## config.mk

```make
export PLATFORM = sky130hd
export DESIGN_NAME = dual_actuator_sync_controller
export DESIGN_NICKNAME = d
export VERILOG_FILES = /design/src/hw/rtl/dasc_pkg.sv /design/src/hw/rtl/dual_actuator_sync_controller.sv /design/src/hw/rtl/dasc_in_reg.sv /design/src/hw/rtl/dasc_core.sv
export SDC_FILE = /design/constraint.sdc
export NUM_CORES = 1
export LEC_CHECK = 0
export BUFFER_PORTS_ARGS = -buffer_cell sky130_fd_sc_hd__buf_2
export CORE_UTILIZATION = 56
export CTS_CLUSTER_DIAMETER = 50
export DETAILED_ROUTE_END_ITERATION = 16
export GPL_TIMING_DRIVEN = 0
export PLACE_DENSITY_LB_ADDON = 0.05
export SYNTH_ARGS = -nofsm -noshare
export SYNTH_HDL_FRONTEND = slang
export SYNTH_HIERARCHICAL = 1
export SYNTH_SLANG_ARGS = --single-unit
```

## constraint.sdc

```tcl
create_clock -name clock -period 8.3 [get_ports clock]
set_input_delay 0 -clock clock [delete_from_list [all_inputs] [get_ports clock]]
set_output_delay 0 -clock clock [all_outputs]
set_load 0.005 [all_outputs]
```

## src/hw/rtl/dasc_pkg.sv

```systemverilog
// Shared types and constants for the dual actuator sync controller.
// No dependencies.
package dasc_pkg;

   localparam int POSITION_BITS_DEF = 16;
   localparam int TOL_BITS          = 8;
   localparam int OUT_BITS          = 16;

   localparam logic [TOL_BITS-1:0] TOL_RESET = 8'd1;

   localparam logic [2:0] OP_SAMPLE  = 3'd0;
   localparam logic [2:0] OP_STOP    = 3'd1;
   localparam logic [2:0] OP_RETRACT = 3'd2;
   localparam logic [2:0] OP_DEPLOY  = 3'd3;
   localparam logic [2:0] OP_PITCH   = 3'd4;

   typedef struct packed {
      logic [2:0] op;
      logic       sense_a;
      logic       sense_b;
      logic       pitch_leg;
   } req_type;

   typedef struct packed {
      logic                       drive_a_down;
      logic                       drive_a_up;
      logic                       drive_b_down;
      logic                       drive_b_up;
      logic signed [OUT_BITS-1:0] position_a;
      logic signed [OUT_BITS-1:0] position_b;
      logic signed [OUT_BITS-1:0] position_gap;
   } rsp_type;

endpackage

```

## src/hw/rtl/dual_actuator_sync_controller.sv

```systemverilog
// Top level: input register, state update core, tolerance register, result register.
// Depends on dasc_pkg, dasc_in_reg, dasc_core.
//
//   port group   dir   handshake            payload
//   req_         in    req_valid/req_ready  req_data (dasc_pkg::req_type)
//   rsp_         out   rsp_valid/rsp_ready  rsp_data (dasc_pkg::rsp_type)
//   csr_         in    csr_wr_en            csr_wr_data (sync tolerance)
//
// One request per cycle unless rsp_ready stalls; each passes the input register, then the result register.
// The response register and the input register let one request be taken
// while a response waits. Reset clears positions, levels, direction and
// drives, and sets the tolerance to one.
module dual_actuator_sync_controller #(
   parameter int POSITION_BITS = dasc_pkg::POSITION_BITS_DEF
) (
   input  logic                          clock,
   input  logic                          reset,
   input  logic                          req_valid,
   output logic                          req_ready,
   input  dasc_pkg::req_type             req_data,
   output logic                          rsp_valid,
   input  logic                          rsp_ready,
   output dasc_pkg::rsp_type             rsp_data,
   input  logic                          csr_wr_en,
   input  logic [dasc_pkg::TOL_BITS-1:0] csr_wr_data
);

   logic [dasc_pkg::TOL_BITS-1:0] tol_ff;
   logic                          hold_valid;
   dasc_pkg::req_type             hold_data;
   logic                          advance;
   dasc_pkg::rsp_type             core_result;
   logic                          rsp_valid_ff, rsp_valid_in;
   dasc_pkg::rsp_type             rsp_data_ff;

   assign advance      = hold_valid && (!rsp_valid_ff || rsp_ready);
   assign rsp_valid_in = advance || (rsp_valid_ff && !rsp_ready);
   assign rsp_valid    = rsp_valid_ff;
   assign rsp_data     = rsp_data_ff;

   dasc_in_reg u_in_reg (
      .clock      (clock),
      .reset      (reset),
      .req_valid  (req_valid),
      .req_ready  (req_ready),
      .req_data   (req_data),
      .take       (advance),
      .hold_valid (hold_valid),
      .hold_data  (hold_data)
   );

   dasc_core #(
      .POSITION_BITS (POSITION_BITS)
   ) u_core (
      .clock     (clock),
      .reset     (reset),
      .fire      (advance),
      .item      (hold_data),
      .tolerance (tol_ff),
      .result    (core_result)
   );

   always_ff @(posedge clock) begin
      if (reset) begin
         tol_ff       <= dasc_pkg::TOL_RESET;
         rsp_valid_ff <= 1'b0;
      end else begin
         if (csr_wr_en) begin
            tol_ff <= csr_wr_data;
         end
         rsp_valid_ff <= rsp_valid_in;
      end
      if (advance) begin
         rsp_data_ff <= core_result;
      end
   end

endmodule

```

## src/hw/rtl/dasc_in_reg.sv

```systemverilog
// Input register stage for requests.
// Depends on dasc_pkg.
module dasc_in_reg (
   input  logic             clock,
   input  logic             reset,
   input  logic             req_valid,
   output logic             req_ready,
   input  dasc_pkg::req_type req_data,
   input  logic             take,
   output logic             hold_valid,
   output dasc_pkg::req_type hold_data
);

   logic              valid_ff, valid_in;
   dasc_pkg::req_type data_ff;

   assign req_ready  = !valid_ff || take;
   assign valid_in   = (req_valid && req_ready) || (valid_ff && !take);
   assign hold_valid = valid_ff;
   assign hold_data  = data_ff;

   always_ff @(posedge clock) begin
      if (reset) begin
         valid_ff <= 1'b0;
      end else begin
         valid_ff <= valid_in;
      end
      if (req_valid && req_ready) begin
         data_ff <= req_data;
      end
   end

endmodule

```

## src/hw/rtl/dasc_core.sv

```systemverilog
// Actuator state (positions, levels, direction, drives) and its update per request.
// Depends on dasc_pkg.
module dasc_core #(
   parameter int POSITION_BITS = dasc_pkg::POSITION_BITS_DEF
) (
   input  logic                           clock,
   input  logic                           reset,
   input  logic                           fire,
   input  dasc_pkg::req_type              item,
   input  logic [dasc_pkg::TOL_BITS-1:0]  tolerance,
   output dasc_pkg::rsp_type              result
);

   localparam int CW    = POSITION_BITS + dasc_pkg::TOL_BITS + 2;
   localparam int EXT_W = (POSITION_BITS > dasc_pkg::OUT_BITS) ?
                          POSITION_BITS : dasc_pkg::OUT_BITS;

   typedef enum logic [1:0] {
      DIR_STOP    = 2'd0,
      DIR_DEPLOY  = 2'd1,
      DIR_RETRACT = 2'd2
   } dir_type;

   // drive bit order: 0 A down, 1 A up, 2 B down, 3 B up
   localparam int DRV_A_DOWN = 0;
   localparam int DRV_A_UP   = 1;
   localparam int DRV_B_DOWN = 2;
   localparam int DRV_B_UP   = 3;

   logic [POSITION_BITS-1:0] cnt_a_ff, cnt_a_in;
   logic [POSITION_BITS-1:0] cnt_b_ff, cnt_b_in;
   logic                     prev_a_ff, prev_a_in;
   logic                     prev_b_ff, prev_b_in;
   dir_type                  dir_ff, dir_in;
   logic [3:0]               drv_ff, drv_in;

   logic [POSITION_BITS-1:0] diff;
   logic [EXT_W-1:0]         pos_a_ext, pos_b_ext, gap_ext;

   always_comb begin
      logic                     moving;
      logic [POSITION_BITS-1:0] step;
      logic [POSITION_BITS-1:0] d;
      logic signed [CW-1:0]     gap_s, tol_s, cut_s;

      cnt_a_in  = cnt_a_ff;
      cnt_b_in  = cnt_b_ff;
      prev_a_in = prev_a_ff;
      prev_b_in = prev_b_ff;
      dir_in    = dir_ff;
      drv_in    = drv_ff;
      moving    = (dir_ff == DIR_DEPLOY) || (dir_ff == DIR_RETRACT);
      step      = (dir_ff == DIR_DEPLOY) ? POSITION_BITS'(1) : '1;
      d         = '0;
      gap_s     = '0;
      tol_s     = signed'(CW'(tolerance));
      cut_s     = tol_s + tol_s;

      case (item.op)
         dasc_pkg::OP_SAMPLE: begin
            if (moving) begin
               if (item.sense_a && !prev_a_ff) begin
                  cnt_a_in = cnt_a_ff + step;
               end
               if (item.sense_b && !prev_b_ff) begin
                  cnt_b_in = cnt_b_ff + step;
               end
               prev_a_in = item.sense_a;
               prev_b_in = item.sense_b;
               d         = cnt_a_in - cnt_b_in;
               gap_s     = CW'(signed'(d));
               if (dir_ff == DIR_DEPLOY) begin
                  if (gap_s >= -tol_s && gap_s <= tol_s) begin
                     drv_in[DRV_A_DOWN] = 1'b1;
                     drv_in[DRV_B_DOWN] = 1'b1;
                  end else if (gap_s > cut_s) begin
                     drv_in[DRV_A_DOWN] = 1'b0;
                  end else if (gap_s < -cut_s) begin
                     drv_in[DRV_B_DOWN] = 1'b0;
                  end
               end else begin
                  if (gap_s >= -tol_s && gap_s <= tol_s) begin
                     drv_in[DRV_A_UP] = 1'b1;
                     drv_in[DRV_B_UP] = 1'b1;
                  end else if (gap_s < -cut_s) begin
                     drv_in[DRV_A_UP] = 1'b0;
                  end else if (gap_s > cut_s) begin
                     drv_in[DRV_B_UP] = 1'b0;
                  end
               end
            end
         end
         dasc_pkg::OP_STOP: begin
            dir_in = DIR_STOP;
            drv_in = '0;
         end
         dasc_pkg::OP_RETRACT: begin
            dir_in           = DIR_RETRACT;
            drv_in           = '0;
            drv_in[DRV_A_UP] = 1'b1;
            drv_in[DRV_B_UP] = 1'b1;
         end
         dasc_pkg::OP_DEPLOY: begin
            dir_in             = DIR_DEPLOY;
            drv_in             = '0;
            drv_in[DRV_A_DOWN] = 1'b1;
            drv_in[DRV_B_DOWN] = 1'b1;
         end
         dasc_pkg::OP_PITCH: begin
            dir_in   = DIR_STOP;
            cnt_a_in = '0;
            cnt_b_in = '0;
            drv_in   = '0;
            if (item.pitch_leg) begin
               drv_in[DRV_A_UP]   = 1'b1;
               drv_in[DRV_B_DOWN] = 1'b1;
            end else begin
               drv_in[DRV_A_DOWN] = 1'b1;
               drv_in[DRV_B_UP]   = 1'b1;
            end
         end
         default: begin
         end
      endcase
   end

   // result reflects the state after this request
   assign diff      = cnt_a_in - cnt_b_in;
   assign pos_a_ext = EXT_W'(cnt_a_in);
   assign pos_b_ext = EXT_W'(cnt_b_in);
   assign gap_ext   = EXT_W'(diff);

   always_comb begin
      result.drive_a_down = drv_in[DRV_A_DOWN];
      result.drive_a_up   = drv_in[DRV_A_UP];
      result.drive_b_down = drv_in[DRV_B_DOWN];
      result.drive_b_up   = drv_in[DRV_B_UP];
      result.position_a   = signed'(pos_a_ext[dasc_pkg::OUT_BITS-1:0]);
      result.position_b   = signed'(pos_b_ext[dasc_pkg::OUT_BITS-1:0]);
      result.position_gap = signed'(gap_ext[dasc_pkg::OUT_BITS-1:0]);
   end

   always_ff @(posedge clock) begin
      if (reset) begin
         cnt_a_ff  <= '0;
         cnt_b_ff  <= '0;
         prev_a_ff <= 1'b0;
         prev_b_ff <= 1'b0;
         dir_ff    <= DIR_STOP;
         drv_ff    <= '0;
      end else if (fire) begin
         cnt_a_ff  <= cnt_a_in;
         cnt_b_ff  <= cnt_b_in;
         prev_a_ff <= prev_a_in;
         prev_b_ff <= prev_b_in;
         dir_ff    <= dir_in;
         drv_ff    <= drv_in;
      end
   end

   a_stop_clears: assert property (@(posedge clock) disable iff (reset)
      fire && item.op == dasc_pkg::OP_STOP |=> drv_ff == '0 && dir_ff == DIR_STOP)
      else $error("stop left drives or direction set");

   a_idle_sample: assert property (@(posedge clock) disable iff (reset)
      fire && item.op == dasc_pkg::OP_SAMPLE && dir_ff == DIR_STOP
      |=> $stable(cnt_a_ff) && $stable(cnt_b_ff) && $stable(prev_a_ff) && $stable(prev_b_ff))
      else $error("sample changed state while stopped");

   a_pitch_zero: assert property (@(posedge clock) disable iff (reset)
      fire && item.op == dasc_pkg::OP_PITCH |=> cnt_a_ff == '0 && cnt_b_ff == '0)
      else $error("pitch did not zero positions");

   a_deploy_no_up: assert property (@(posedge clock) disable iff (reset)
      dir_ff == DIR_DEPLOY |-> !drv_ff[DRV_A_UP] && !drv_ff[DRV_B_UP])
      else $error("up drive on while deploying");

endmodule
```

After elaboration in Yosys (flattened, before gate mapping). Cells that the tools add are included.

Register bits: 108. Bits in latches: 0. Bits in writable memories: 0. Bits in read-only memories: 0. Input bits: 19. Output and inout bits: 54. Word-level logic and storage cells: 90. Memories: 0.

$add $sub $neg: 7. Multipliers: 0. Div/mod/pow operators: 0. $lt $le $gt $ge: 4. Eq/ne operators: 6. Shifts and indexed selects: 0. Mux-type cells: 30. Bitwise operators: 0. Reduce and logical (&&, ||, !) cells: 23.

Operators with widths (number): $mux W16 (9); $pmux W16 S2 (2); $add A16 B16 Y16 (2); $sub A16 B16 Y16 (2); $ge A16 B26 Y1 (1); $lt A16 B26 Y1 (1); $neg A26 Y26 (1); $neg A8 Y26 (1); $pmux W4 S5 (1); $gt A16 B10 Y1 (1); $le A16 B9 Y1 (1); $mux W1 (15); $add A8 B8 Y9 (1); $logic_and A1 B1 Y1 (7); $eq A3 B2 Y1 const B (2); $logic_not A1 Y1 (6); $pmux W2 S3 (1); $logic_or A1 B1 Y1 (5); $mux W4 (1); $eq A3 B1 Y1 const B (1); $eq A3 B3 Y1 const B (1); $logic_not A3 Y1 (1); $reduce_and A3 Y1 (1); $reduce_bool A3 Y1 (1); 5 further kinds (5).

Longest topological paths before layout. Gate-level depths: netlist of run 1.

Depth in word-level cells: 14. Depth in mapped cells: 35. Mapped depth without buffers: 33.

Hierarchy. The synthesis of run 1 kept the hierarchy.

By module, submodules not included: dasc_core (instances 1, cells an instance 1026, area each 7586.0 sq um, sequential area each 800.8 sq um); dual_actuator_sync_controller (instances 1, cells an instance 83, area each 1893.1 sq um, sequential area each 1741.7 sq um); dasc_in_reg (instances 1, cells an instance 11, area each 235.2 sq um, sequential area each 200.2 sq um).

Least setup slack after synthesis of run 1. No wires, ideal clock.

Path kind: register to register. From: register u_core.dir_ff[1]. To: register rsp_data_ff (netlist bit rsp_data[49]), data pin. Library setup time: 265 ps. Arrival time: 6735 ps. Required time: 8035 ps. Setup slack: 1300 ps. Stages on the path, launching flop included: 32. Buffers on the path: 2. Period minus slack after synthesis: 7000 ps. Cell sequence: dfxtp_1 inv_1 ha_1 inv_1 ha_1 buf_2 a21oi_1 o21ai_0 nor3_1 a21oi_1 xnor2_1 o21a_1 ha_1 clkbuf_1 a21oi_1 nand2_1 o21ba_2 nor3_2 xor2_1 ha_1 a21oi_1 o21ai_0 a2111o_1 o221ai_1 nor2_1 and4_1 o41ai_1 o21ai_0 a22oi_1 nor2_1 a211oi_1 nand2_1.

RTL lines: start: declaration (line dasc_core.sv:34) `dir_type dir_ff, dir_in;`; start signal: assignment (line dasc_core.sv:156) `dir_ff <= dir_in;`; end signal: assignment (line dual_actuator_sync_controller.sv:74) `rsp_data_ff <= core_result;`; end: declaration (line dual_actuator_sync_controller.sv:34) `dasc_pkg::rsp_type rsp_data_ff;`.

==> results of run 1 <==
## kinds of logic after synthesis
family / Yosys count / synth area share, %
mux: 32 / 3.31
simple gates: 351 / 18.2
xor+xnor: 54 / 5.16
buf+inv: 117 / 4.82
fa+ha+maj: 120 / 15.8
flops: 108 / 28.2
compound gates: 338 / 24.5
## path summary, 6_finish.rpt
kind                    startpoint                     to  slack [ns]  cells after the start
setup / recovery  u_core/dir_ff[0]           rsp_data[49]        0.49                     30
hold / removal           req_valid  u_in_reg/hold_data[4]        0.05                      2
hold reg to reg          rsp_valid              rsp_valid        0.50                      2
setup reg to reg  u_core/dir_ff[0]           rsp_data[49]        0.49                     30
## final cells by class
class / count / area [um2]
multi-input combinational: 895 / 6540
fill: 1465 / 5750
sequential: 108 / 2740
timing repair buffer: 104 / 678
tap: 220 / 275
inverter: 71 / 270
clock buffer: 9 / 225
buffer: 46 / 203
clock inverter: 7 / 63.8
timing repair inverter: 2 / 12.5
## layer usage
layer / part of all wire [%] / vias to the layer above / routed length [um] / global-route usage [%]
met2: 47 / 291 / 12100 / 49.0
met4: 3.0 / 0 / 758 / 11.3
met3: 5.1 / 42 / 1300 / 3.65
met1: 45 / 4151 / 11500 / 37.8
met5: 0 / - / 0 / 0
li1: - / 4405 / - / -
## repair_timing
action / in CTS / in global routing
endpoints found under the setup margin: 8 / 8
hold endpoints to repair: 16 / 0
gates resized for setup: 2 / 8
setup buffers: 2 / 5
cloned: 1 / 1
hold buffers: 25 / 0
## power by group through the flow
stage,combinational (mW),sequential [mW],clock [mW]
floorplan,0.970,0.638,0
global placement,1.22,0.639,0
detailed placement,1.24,0.639,0
CTS,1.26,0.627,0.442
global route,1.43,0.631,0.459
finish,1.28,0.627,0.436
## worst max-delay path, delay by kind of cell (launching register included)
kind | cells | cell delay [ns]
xor+xnor | 2 | 0.46
compound gates | 14 | 3.48
fa+ha+maj | 4 | 1.21
flops | 1 | 0.38
buf+inv | 3 | 0.72
simple gates | 7 | 1.28
## registers in the layout (all words and copies together) (netlist names), 2 cells and up
| name | flops |
|---|---|
| u_core/dir_ff | 2 |
| tol_ff | 8 |
| rsp_data | 52 |
| u_core/drv_ff | 4 |
| u_core/cnt_a_ff | 16 |
| u_core/cnt_b_ff | 16 |
| u_in_reg/hold_data | 6 |
## synth_stat cells, types with 6 or more instances
master	instances
a211oi_1	25
a21boi_0	9
a21o_1	27
a21oi_1	80
a22o_1	10
a22oi_1	14
a31oi_1	9
and2_1	9
and3_1	6
buf_2	10
clkbuf_1	28
dfxtp_1	50
edfxtp_1	58
ha_1	116
inv_1	70
mux2i_1	31
nand2_1	74
nand2b_1	18
nand3_1	32
nand4_1	18
nor2_1	103
nor2b_1	15
nor3_1	24
nor3b_1	11
o211ai_1	15
o21a_1	13
o21ai_0	60
o31ai_1	8
or2_2	6
or3_1	9
xnor2_1	31
xor2_1	20
## metrics by stage
step                      cells  TNS (ns)  hold slack (ns)
after floorplan            1120         0           0.0624
after global placement     1411    -0.410            0.176
after detailed placement   1412     -1.56            0.178
after CTS                  1456         0           0.0437
after global routing       1462         0           0.0654
final                      1462         0           0.0539
==> summary.txt, run 1 <==
Timing
  • Final Setup Violations: 0
  • Worst-margin pin slew: 0.966 ns
  • Final period util: 94.1%
  • Fin crit period: 7.81 ns
  • RSZ-0062 raised after global routing: false
  • Max frequency: roughly 130 MHz
  • Skew final: between 0.01 and 0.015 ns
  • Final hold violation count: 0
  • Relative slew slack: approximately a third
  • Final setup margin: a little under 0.5 ns
  • Max Slew Vio Count: 0

Layout
  • Area growth from synthesis to layout: 13.3%
  • Final Util: 65.7%
  • Nets: 1,376
  • Share of layout cells above drive strength 1: 12.4%
  • Most common cell after layout, fill and taps aside: ha_1
  • Cell area after layout: ~0.011 mm2
  • Most frequent cells in the layout: ha_1 (115), nor2_1 (103), buf_2 (81)
  • Inserted Diodes: 0

Route
  • Via count: 8,889
  • Vias per cell: ~6.1
  • Detailed router's first-iteration violation count: 691
  • Routed length per placed instance: ~17 um
  • TritonRoute pass-1 iters: 8
  • DRC: 0
  • Post-route ant nets: 0
  • WL final: 25.6 mm

Worst setup path
  • Setup CP Type: flop to flop
  • Critical-path top delay cell: o41ai_1
  • CP arrival: just under 8 ns
  • Data required time of the critical path: 8.40 ns
  • Most used cell, CP: a21oi_1
  • Worst setup EP type: flop
  • Crit-path max cell delay: 0.44 ns
  • Critical path peak fanout: 9
  • Critical Path Source Type: flop

Flow run
  • Max-cap viol count: 0

Clocking
  • Clock Tree Buf Depth: 2
  • CTS buffer count: 9
  • Clk sinks: 108
  • Clock transition at path regs: approximately 0.08 ns
  • CTS tree: built
  • CTS root buf: clkbuf_16
  • H-tree Lvls: 3
  • Clk_lat worst skew: 0.36 ns

Pwr
  • Worst ir drop on vdd: 0.000120 V
  • Sw frac: 41.9%
  • P_sw: 0.982 mW
  • Comb power frac: 54.7%
  • PwrDens: 213 mW/mm2
  • Leakage: 4.74 nW
  • Pwr Total: 2.35 mW
  • Internal power: around 1.4 mW
  • Clock power frac: 18.6%
  • Register share of total power: 26.7%

Placement
  • Pre-CTS setup slack: -0.339 ns
  • Routability congestion estimate: slightly below 0.9
  • DP HPWL: 19.4 mm
  • Dpl cell area: 0.0104 mm2
  • PortBufs: slightly above 70

Synthesis
  • Synth Area per Inst: between 8 and 9 um2
  • Most area-hungry cell type in the Yosys netlist: edfxtp_1
  • Post-synth EDFFs: 58
  • Sequential fraction of the synthesis area: 28.2%
  • Post-synth top flop: edfxtp_1
  • Post-Synthesis Cells: about 1,100
  • Post-synth cell types: 88
  • #FFs+latches synth: 108
  • Mapped Nets: 1,259
  • Synth Warn #: 6
  • Synthesized area: roughly 0.01 mm2
  • Share of the synthesized area in the top cell type: between 10% and 20%
  • Most area-consuming cells after synthesis: edfxtp_1 (18%), ha_1 (15%), dfxtp_1 (10%), a21oi_1 (4.1%), nor2_1 (4.0%)
  • Async S/R FF share, synth: 0%

Global route
  • Largest net degree at the start of global routing: 44
  • All-Layer GR Usage: between 20% and 30%
  • Global-route wire length before repair: 41.0 mm
  • Vias in the first global route: 8,283
  • Grt total ovfl: 0
  • Initial antenna violation count: 0

Floorplan
  • Row count: 47
  • Area of the die: 0.0179 mm2
  • Core Box Area: 0.0168 mm2
  • Initial core utilization: 58.0%
  • Die H: 134 um
  • Die Wd: 134 um
  • Ports: 73

Min path
  • HP Class: primary input to flop

Outcome
  • Status: complete, no violations
Power figures use the tool's default switching activity.
==> run 2, diff against run 1 <==
Settings changed: ABC_AREA from default to 1, PLACE_DENSITY_LB_ADDON 0.05 to 0.1.
==> run 2 against run 1 <==
Sequential power is 3.8% higher; synthesized area is 0.82% higher; sequential share of layout area is 0.077 points higher; critical path type unchanged; critical endpoint unchanged; highest routed layer unchanged.
==> summary.txt, run 2 <==
Timing
  • Final period util: 80.0%
  • Max frequency: 151 MHz
  • Final Setup Violations: 0
  • Skew final: 0.0128 ns
  • Max Slew Vio Count: 0
  • RSZ-0062 raised after global routing: false
  • Final setup margin: 1.66 ns
  • Relative slew slack: 29.2%
  • Fin crit period: 6.64 ns
  • Worst-margin pin slew: 1.05 ns
  • Final hold violation count: 0
  • Setup TNS: 0 ns

Floorplan
  • Initial core utilization: 58.2%
  • Die H: 134 um
  • Ports: 73
  • Core Box Area: around 0.017 mm2
  • Die Wd: 134 um
  • Row count: 47
  • Area of the die: 0.0180 mm2

Synthesis
  • Post-Synthesis Cells: 1,424
  • Synth top cells by count: nand2_1 (348), inv_1 (238), ha_1 (116)
  • Share of the synthesized area in the top cell type: 17.8%
  • Post-synth top flop: edfxtp_1
  • #FFs+latches synth: 108
  • Async S/R FF share, synth: 0%
  • Most area-hungry cell type in the Yosys netlist: edfxtp_1
  • Post-synth EDFFs: 58
  • Mapped Nets: 1,563
  • Count leader, synth: nand2_1
  • Sequential fraction of the synthesis area: 28.0%
  • Synth Area per Inst: 6.88 um2
  • Most area-consuming cells after synthesis: edfxtp_1 (18%), ha_1 (15%), nand2_1 (13%), dfxtp_1 (10%), inv_1 (9.1%)
  • Synth Warn #: 6
  • Synthesized area: 0.00979 mm2
  • Post-synth cell types: between 40 and 50

Global route
  • Vias in the first global route: 8,750
  • Grt total ovfl: 0
  • Global-route wire length before repair: 42.8 mm
  • Initial antenna violation count: 0
  • Largest net degree at the start of global routing: 37
  • All-Layer GR Usage: 30.4%

Pwr
  • Worst ir drop on vdd: 0.000110 V
  • PwrDens: 221 mW/mm2
  • Clock power frac: between 10% and 20%
  • Internal power: 1.33 mW
  • P_sw: 1.09 mW
  • Leakage: 5.69 nW
  • Register share of total power: 26.9%
  • Sw frac: 45.1%
  • Comb power frac: 55.3%

Worst setup path
  • Critical path peak fanout: 19
  • Worst setup EP type: flop
  • CP arrival: 6.75 ns
  • Critical Path Source Type: flop
  • Most used cell, CP: nand2_1
  • Critical-path top delay cell: inv_1
  • Setup CP Type: flop to flop
  • Data required time of the critical path: 8.41 ns
  • Crit-path max cell delay: 0.56 ns

Route
  • Post-route ant nets: 0
  • Routed length per placed instance: 15.5 um
  • Via count: 9,624
  • WL final: 27.2 mm
  • Vias per cell: 5.49
  • TritonRoute pass-1 iters: 5
  • DRC: 0
  • Detailed router's first-iteration violation count: 938

Flow run
  • Max-cap viol count: 0

Clocking
  • H-tree Lvls: 3
  • Clock transition at path regs: roughly 0.070 ns
  • Clock Tree Buf Depth: 2
  • Post-CTS sizing: 0
  • CTS root buf: clkbuf_16
  • Clk sinks: 108
  • Clk_lat worst skew: 0.36 ns
  • CTS tree: built
  • CTS buffer count: 9

Placement
  • Placed cell count: 1,717
  • PortBufs: 72
  • Pre-CTS setup slack: 1.44 ns
  • Dpl cell area: 0.0105 mm2
  • DP HPWL: 21.8 mm
  • Routability congestion estimate: between 1 and 1.5

Layout
  • Share of layout cells above drive strength 1: under 10%
  • Final Util: 65.3%
  • Register area: roughly 0.0027 mm2
  • Cell area after layout: approximately 0.011 mm2
  • Fillers: roughly 1,600
  • Multi-input logic area: 0.00602 mm2
  • Most common cell after layout, fill and taps aside: nand2_1
  • Nets: 1,667
  • Finished Layout Cells: 1,753
  • Inserted Diodes: 0
  • Max reg flops: 52
  • Area growth from synthesis to layout: 12.0%
  • Most frequent cells in the layout: nand2_1 (348), inv_1 (238), ha_1 (116)

Min path
  • HP Class: primary input to flop

Outcome
  • Status: complete, no violations
run 2: changes by cell type after synthesis, sizes merged, moves of 14 or more:
cell / previous run / this run
a211oi: 27 / 5
a21o: 27 / 4
a21oi: 82 / 116
a22oi: 14 / 0
inv: 70 / 244
mux2i: 31 / 0
nand2: 74 / 374
nand2b: 19 / 0
nand3: 33 / 99
nor2b: 16 / 0
nor3: 25 / 9
o21ai: 64 / 104
xnor2: 33 / 15
run 2: area by class of cell:
| class | count | share of cell area (%) |
|---|---|---|
| multi-input cells | 1041 | 54.9 |
| plain buffers | 29 | 1.09 |
| well taps | 220 | 2.51 |
| flip-flops and latches | 108 | 25.0 |
| inverters | 246 | 8.41 |
| repair buffers | 93 | 5.45 |
| clock buffers | 12 | 2.35 |
| clock inverters | 4 | 0.342 |
run 2: per-stage QoR:
step / hold WS (ns) / power (mW)
6_report: 0.0269 / 2.42
5_1_grt: 0.0508 / 2.62
2_1_floorplan: 0.0624 / 1.64
4_1_cts: 0.0117 / 2.41
3_3_place_gp: 0.177 / 1.93
3_5_place_dp: 0.178 / 1.97
run 2: worst max-delay path, delay by kind of cell (launching register included):
| family | cells | cell delay (ns) |
|---|---|---|
| adders and majority gates | 4 | 1.14 |
| DFF | 1 | 0.36 |
| buffers and inverters | 5 | 1.08 |
| AOI/OAI and AO/OA | 6 | 1.59 |
| xor gates and xnor gates | 1 | 0.19 |
| and+or+nand+nor | 24 | 2.03 |
run 2: repair_timing:
| item | 4_1_cts | 5_1_grt |
|---|---|---|
| setup buffers | 0 | 0 |
| hold buffers | 19 | 0 |
| endpoints found under the hold margin | 16 | 0 |
run 2: power by group through the flow:
stage / sequential (mW) / clock [mW] / combinational (mW)
2_1_floorplan: 0.660 / 0 / 0.982
3_3_place_gp: 0.664 / 0 / 1.27
6_report: 0.651 / 0.433 / 1.34
4_1_cts: 0.650 / 0.441 / 1.32
5_1_grt: 0.655 / 0.460 / 1.51
3_5_place_dp: 0.662 / 0 / 1.31
run 2: kinds of logic after synthesis:
kind of cell / share of synthesized area, %
AOI/OAI and AO/OA: 14.3
and+or+nand+nor: 27.6
DFF: 28.0
xor gates and xnor gates: 3.76
adders and majority gates: 15.6
buffers and inverters: 10.7
run 2: path summary, 6_finish.rpt:
check	cells past startpoint	slack, ns	endpoint	start
max	40	1.66	rsp_data[49]	u_core/dir_ff[1]
min	3	0.03	tol_ff[7]	csr_wr_en
max reg2reg	40	1.66	rsp_data[49]	u_core/dir_ff[1]
min reg2reg	2	0.50	u_core/dir_ff[0]	u_core/dir_ff[0]
run 2: layer usage:
metal	wire length (um)	share of wire, %	global-route usage (%)	up-vias
li1	-	-	-	4875
met4	891	3.3	11.1	0
met2	11800	43	49.2	354
met3	2070	7.6	4.84	57
met1	12400	46	41.0	4338
met5	0	0	0	-
